--- config.mk ---
export PLATFORM = sky130hd
export DESIGN_NAME = gbs_iou_pipe
export DESIGN_NICKNAME = d
export VERILOG_FILES = /design/src/greedy_box_suppression_top_assert.svh /design/src/gbs_pkg.sv /design/src/gbs_iou_pipe.sv
export SDC_FILE = /design/constraint.sdc
export NUM_CORES = 2
export LEC_CHECK = 0
export ABC_AREA = 1
export ABC_CLOCK_PERIOD_IN_PS = 10200
export BUFFER_PORTS_ARGS = -buffer_cell sky130_fd_sc_hd__buf_2
export CELL_PAD_IN_SITES_DETAIL_PLACEMENT = 1
export CELL_PAD_IN_SITES_GLOBAL_PLACEMENT = 2
export CORE_ASPECT_RATIO = 0.75
export CORE_MARGIN = 3
export CORE_UTILIZATION = 35
export CTS_CLUSTER_DIAMETER = 30
export DETAILED_ROUTE_END_ITERATION = 8
export GPL_TIMING_DRIVEN = 0
export PLACE_DENSITY_LB_ADDON = 0.05
export REMOVE_ABC_BUFFERS = 1
export SLEW_MARGIN = 10
export SYNTH_ARGS = -nofsm -noshare
export SYNTH_HDL_FRONTEND = slang
export SYNTH_SLANG_ARGS = --single-unit
export TNS_END_PERCENT = 1
--- constraint.sdc ---
create_clock -name aclk -period 10.2 [get_ports aclk]
set_input_delay 1.02 -clock aclk [delete_from_list [all_inputs] [get_ports aclk]]
set_output_delay 1.02 -clock aclk [all_outputs]
set_load 0.02 [all_outputs]
--- src/greedy_box_suppression_top_assert.svh ---
// ----------------------------------------------------------------------------
// greedy_box_suppression_top_assert.svh
// assertion macros for the box suppression block, clocked on aclk and
// disabled while aresetn is low
// ----------------------------------------------------------------------------
`ifndef GREEDY_BOX_SUPPRESSION_TOP_ASSERT_SVH
`define GREEDY_BOX_SUPPRESSION_TOP_ASSERT_SVH

// same-cycle implication
`define GBS_ASSERT_SAME(label, ante, cons) \
    label: assert property (@(posedge aclk) disable iff (!aresetn) \
        (ante) |-> (cons)) else $error("gbs assertion failed");

// next-cycle implication
`define GBS_ASSERT_NEXT(label, ante, cons) \
    label: assert property (@(posedge aclk) disable iff (!aresetn) \
        (ante) |=> (cons)) else $error("gbs assertion failed");

`endif

--- src/gbs_pkg.sv ---
// ----------------------------------------------------------------------------
// gbs_pkg
// shared widths, constants and types of the greedy box suppression block
// ----------------------------------------------------------------------------
`default_nettype none

package gbs_pkg;

    localparam int COORD_W      = 16;
    localparam int SIZE_W       = 15;
    localparam int INDEX_W      = 16;
    localparam int TOTAL_W      = 9;
    localparam int THR_W        = 8;
    localparam int BOX_W        = 64;
    localparam int AREA_W       = 2 * SIZE_W;
    localparam int UNION_W      = AREA_W + 1;
    localparam int PROD_W       = UNION_W + THR_W;
    localparam int MAX_KEPT_DEF = 256;

    localparam logic [THR_W-1:0] THR_RESET = 8'd115;

    // status of the overlap test pipeline toward the sequencer
    typedef struct packed {
        logic hit;
        logic busy;
    } iou_status_t;

    // stored layout: x in [15:0], y in [31:16], w in [46:32], h in [62:48]
    function automatic logic [BOX_W-1:0] pack_box(
        input logic [COORD_W-1:0] x,
        input logic [COORD_W-1:0] y,
        input logic [SIZE_W-1:0]  w,
        input logic [SIZE_W-1:0]  h
    );
        pack_box = {1'b0, h, 1'b0, w, y, x};
    endfunction

endpackage

`default_nettype wire

--- src/gbs_iou_pipe.sv ---
// ----------------------------------------------------------------------------
// gbs_iou_pipe
// one overlap test per cycle: candidate box against one stored box, in
// five register stages, reports a hit when inter*256 > thr*union
// ----------------------------------------------------------------------------
`default_nettype none

module gbs_iou_pipe (
    input  wire logic                              aclk,
    input  wire logic                              aresetn,
    input  wire logic                              issue,
    input  wire logic                              flush,
    input  wire logic [gbs_pkg::BOX_W-1:0]         stored_box,
    input  wire logic [gbs_pkg::COORD_W-1:0]       cand_x,
    input  wire logic [gbs_pkg::COORD_W-1:0]       cand_y,
    input  wire logic [gbs_pkg::SIZE_W-1:0]        cand_w,
    input  wire logic [gbs_pkg::SIZE_W-1:0]        cand_h,
    input  wire logic [gbs_pkg::THR_W-1:0]         iou_threshold,
    output gbs_pkg::iou_status_t                   status
);

    localparam int SW = gbs_pkg::SIZE_W;
    localparam int CW = gbs_pkg::COORD_W;
    localparam int AW = gbs_pkg::AREA_W;
    localparam int UW = gbs_pkg::UNION_W;
    localparam int PW = gbs_pkg::PROD_W;

    logic          v1_reg, v2_reg, v3_reg, v4_reg, v5_reg;
    logic [AW-1:0] cand_area_reg;

    logic [SW-1:0] iw_reg, ih_reg;
    logic [AW-1:0] sarea_a_reg, sarea_b_reg;
    logic [AW-1:0] inter_b_reg, inter_c_reg, inter_d_reg;
    logic [UW-1:0] union_reg;
    logic [PW-1:0] prod_reg;

    logic signed [CW:0]   ax_s, ay_s, bx_s, by_s;
    logic signed [CW:0]   ax_end, ay_end, bx_end, by_end;
    logic signed [CW:0]   right_s, left_s, bottom_s, top_s;
    logic signed [CW+1:0] iw_s, ih_s;
    logic [SW-1:0]        bw, bh;
    logic                 overlap;

    always_comb begin
        bw     = stored_box[32 +: SW];
        bh     = stored_box[48 +: SW];
        ax_s   = $signed({cand_x[CW-1], cand_x});
        ay_s   = $signed({cand_y[CW-1], cand_y});
        bx_s   = $signed({stored_box[CW-1], stored_box[0 +: CW]});
        by_s   = $signed({stored_box[16+CW-1], stored_box[16 +: CW]});
        ax_end = ax_s + $signed({2'b00, cand_w});
        ay_end = ay_s + $signed({2'b00, cand_h});
        bx_end = bx_s + $signed({2'b00, bw});
        by_end = by_s + $signed({2'b00, bh});
        right_s  = (ax_end < bx_end) ? ax_end : bx_end;
        left_s   = (ax_s > bx_s) ? ax_s : bx_s;
        bottom_s = (ay_end < by_end) ? ay_end : by_end;
        top_s    = (ay_s > by_s) ? ay_s : by_s;
        iw_s = $signed({right_s[CW], right_s}) - $signed({left_s[CW], left_s});
        ih_s = $signed({bottom_s[CW], bottom_s}) - $signed({top_s[CW], top_s});
        // a positive extent never exceeds the narrower box, so it fits SW bits
        overlap = (iw_s > 0) && (ih_s > 0);
    end

    // pipeline valids
    always_ff @(posedge aclk) begin
        if (!aresetn || flush) begin
            v1_reg <= 1'b0;
            v2_reg <= 1'b0;
            v3_reg <= 1'b0;
            v4_reg <= 1'b0;
            v5_reg <= 1'b0;
        end else begin
            v1_reg <= issue;
            v2_reg <= v1_reg;
            v3_reg <= v2_reg;
            v4_reg <= v3_reg;
            v5_reg <= v4_reg;
        end
    end

    // datapath stages
    always_ff @(posedge aclk) begin
        cand_area_reg <= cand_w * cand_h;
        // extents and stored area
        iw_reg      <= overlap ? iw_s[SW-1:0] : '0;
        ih_reg      <= overlap ? ih_s[SW-1:0] : '0;
        sarea_a_reg <= bw * bh;
        // intersection area
        inter_b_reg <= iw_reg * ih_reg;
        sarea_b_reg <= sarea_a_reg;
        // union, never negative
        union_reg   <= {1'b0, cand_area_reg} + {1'b0, sarea_b_reg} - {1'b0, inter_b_reg};
        inter_c_reg <= inter_b_reg;
        // threshold scaling
        prod_reg    <= iou_threshold * union_reg;
        inter_d_reg <= inter_c_reg;
    end

    assign status.hit  = v5_reg && ({1'b0, inter_d_reg, 8'h00} > prod_reg);
    assign status.busy = v1_reg | v2_reg | v3_reg | v4_reg | v5_reg;

endmodule

`default_nettype wire
==> results.sh <==
export IMPL_outcome="complete, no violations"
export IMPL_grt_pass1_wl_mm=241.5
export IMPL_synth_top_area_share=0.3056
export IMPL_setup_viol=0
export IMPL_cts_sinks=285
export IMPL_fin_nets=7494
export IMPL_period_share=0.7391
export IMPL_yosys_most_used_dff="dfxtp_1"
export IMPL_num_vias=37854
export IMPL_ctsHoldBuffers=0
export IMPL_cts_root_buf="clkbuf_16"
export IMPL_max_slew_margin=0.3278
export IMPL_synth_cell_types=49
export IMPL_end_kind="flop"
export IMPL_antenna_cells=0
export IMPL_first_global_vias=40925
export IMPL_grt_util_met1=0.3587
export IMPL_antenna_found_initial=2
export IMPL_grt_max_degree=32
export IMPL_finalHoldViolations=0
export IMPL_yosys_area_top_type="fa_1"
export IMPL_post_cts_resize_count=0
export IMPL_worstSetupPathType="input pin to flop"
export IMPL_multiInputGateArea_sq_mm=0.03457
export IMPL_cp_max_fo=30
export IMPL_synth_edf_count=0
export IMPL_fmax_ghz=0.1326
export IMPL_yosysWarningCount=0
export IMPL_cts_inserted_buffers=60
export IMPL_remaining_drc_errors=0
export IMPL_fill_cells=16104
export IMPL_crit_path_frequent_cell="nand2_1"
export IMPL_clockBufferDepth=3
export IMPL_die_y_um=321.9
export IMPL_dieArea_sq_mm=0.1375
export IMPL_cp_start_kind="input pin"
export IMPL_slowest_delay_ps=690
export IMPL_top_usage_layer="met1"
export IMPL_slew_violations=0
export IMPL_grt_overflow_total=0
export IMPL_holdCritPathClass="flop to flop"
export IMPL_detailed_place_hpwl_mm=129.4
export IMPL_netlist_area_sq_mm=0.04657
export IMPL_slowest_stage="nand2_1"
export IMPL_largest_register_ffs=39
export IMPL_h_tree_depth=2
export IMPL_via_per_inst=4.797
export IMPL_grt_use_met3=0.02359
export IMPL_synthArstFlopShare=0
export IMPL_max_cap_violations=0
export IMPL_syn_instance_count=6053
export IMPL_worstPathArrival_ps=8030
export IMPL_wl_mm=151.4
export IMPL_port_buffers=137
export IMPL_avgSynthCellArea_sq_um=7.694
export IMPL_rsz0062_at_grt="no"
export IMPL_use_met2=0.3358
export IMPL_synth_seq_cells=285
export IMPL_post_cts_setup_buffers=0
export IMPL_fin_tns_setup_ps=0
export IMPL_gr_usage_all_layers=0.2263
export IMPL_start_util=0.3537
export IMPL_routedWlPerCell_um=19.19
export IMPL_ys_seq_area_frac=0.1225
export IMPL_synth_area_top_cells="fa_1, ha_1, nand2_1"
export IMPL_drive_above_1_share=0.04514
export IMPL_drt_pass1_iter_count=5
export IMPL_io_pins=140
export IMPL_core_sq_mm=0.1317
export IMPL_gp_congestion=0.8711
export IMPL_register_area_sq_mm=0.005705
export IMPL_rows=115
export IMPL_cp_data_required_time_ps=10690
export IMPL_worstMarginPinSlew_ps=1007
export IMPL_die_w_um=427.2
export IMPL_fin_crit_ps=7539
export IMPL_tritoncts="yes"
export IMPL_clk_latency_ps=640
export IMPL_fin_skew_ps=16.99
export IMPL_drt_iter0_markers=1998
export IMPL_areaGrowthSynthToFinish_pct=9.338
export IMPL_path_clk_slew_ps=60
export IMPL_drtAntennaViolNets=0
==> critical path, delay by kind of cell <==
| kind | cells | cell delay, ps |
|---|---|---|
| adder cells (fa/ha/maj) | 4 | 1120 |
| AND/OR/NAND/NOR | 23 | 3470 |
| buffers and inverters | 4 | 680 |
| AO/OA/AOI/OAI | 6 | 1670 |
==> final timing paths <==
path         slack [ps]         endpoint  cells after the start             from
max                2660        iw_reg[2]                     37        cand_w[2]
min                 310  sarea_b_reg[20]                      0  sarea_a_reg[20]
max reg2reg        3590  inter_b_reg[23]                     18        iw_reg[8]
min reg2reg         310  sarea_b_reg[20]                      0  sarea_a_reg[20]
==> cells in the mapped netlist, types with 4 or more instances <==
| master | number |
|---|---|
| a31oi_1 | 16 |
| nand4_1 | 55 |
| nand3b_1 | 21 |
| nand2_4 | 6 |
| nor4_1 | 14 |
| fa_1 | 711 |
| a21boi_0 | 5 |
| nor3_1 | 35 |
| o21ai_0 | 119 |
| nor2_1 | 204 |
| xnor2_1 | 72 |
| o21a_1 | 14 |
| o221ai_1 | 8 |
| dfxtp_1 | 285 |
| a21oi_1 | 273 |
| a21o_1 | 17 |
| buf_4 | 6 |
| a211oi_1 | 12 |
| o21bai_1 | 20 |
| nand2_1 | 1586 |
| xor2_1 | 132 |
| and3_1 | 4 |
| nand3_1 | 181 |
| clkbuf_1 | 127 |
| clkbuf_2 | 24 |
| inv_1 | 1484 |
| buf_6 | 6 |
| ha_1 | 558 |
| o211ai_1 | 5 |
| o31ai_1 | 4 |
| o21ai_1 | 5 |
| o2111ai_1 | 6 |
| nand3_2 | 10 |
==> cell type report <==
type                    count  area share
multi-input cells        4116      0.6789
flip-flops and latches    285      0.1120
inverters                1487      0.1096
well taps                1755     0.04312
clock buffers              70     0.03140
repair buffers            137     0.01346
clock inverters            42     0.01147
==> placed cells by master (no fill, tap or decap), types with 7 or more instances in the layout <==
cell and count:
dfxtp_1 285, o21bai_1 20, o21ai_0 119, inv_6 7
xnor2_1 72, inv_1 1484, a21o_1 17, clkinvlp_4 7
o21a_1 14, buf_2 137, xor2_1 132, nor2_1 204
nand3_2 10, clkbuf_16 60, nand3_1 181, a31oi_1 16
o221ai_1 8, nor4_1 14, ha_1 558, a211oi_1 12
clkinv_4 8, nand3b_1 21, nor3_1 35, fa_1 711
bufinv_16 9, a21oi_1 272, nand2_1 1586, nand4_1 55
==> kinds of logic after synthesis <==
family / count (synthesis) / synth area share
adders and majority gates: 1269 / 0.4555
and+or+nand+nor: 2126 / 0.1858
xor gates and xnor gates: 204 / 0.03836
buffers and inverters: 1652 / 0.1353
AOI/OAI and AO/OA: 517 / 0.06249
DFF: 285 / 0.1225
==> per-stage QoR <==
step | setup WS [ps] | util | hold slack, ps | area, sq um | std cells
after floorplan | 4092 | - | 309.6 | 45850 | 5888
after global placement | 2080 | 0.3702 | 311.3 | 48740 | 7780
after detailed placement | 2061 | 0.3702 | 313.2 | 48740 | 7780
after CTS | 2694 | 0.3868 | 311.9 | 50920 | 7892
after global routing | 1887 | 0.3868 | 317.7 | 50920 | 7892
final | 2661 | 0.3868 | 313.6 | 50920 | 7892
==> layer usage <==
| layer | vias to the layer above | part of all wire |
|---|---|---|
| li1 | 18269 | - |
| met1 | 18980 | 0.54 |
| met2 | 509 | 0.41 |
| met3 | 94 | 0.036 |
| met4 | 2 | 0.011 |
| met5 | - | 0.000086 |
Power is not shown: default switching activity piles up to over one toggle a cycle in this logic, so the estimate is an artifact.
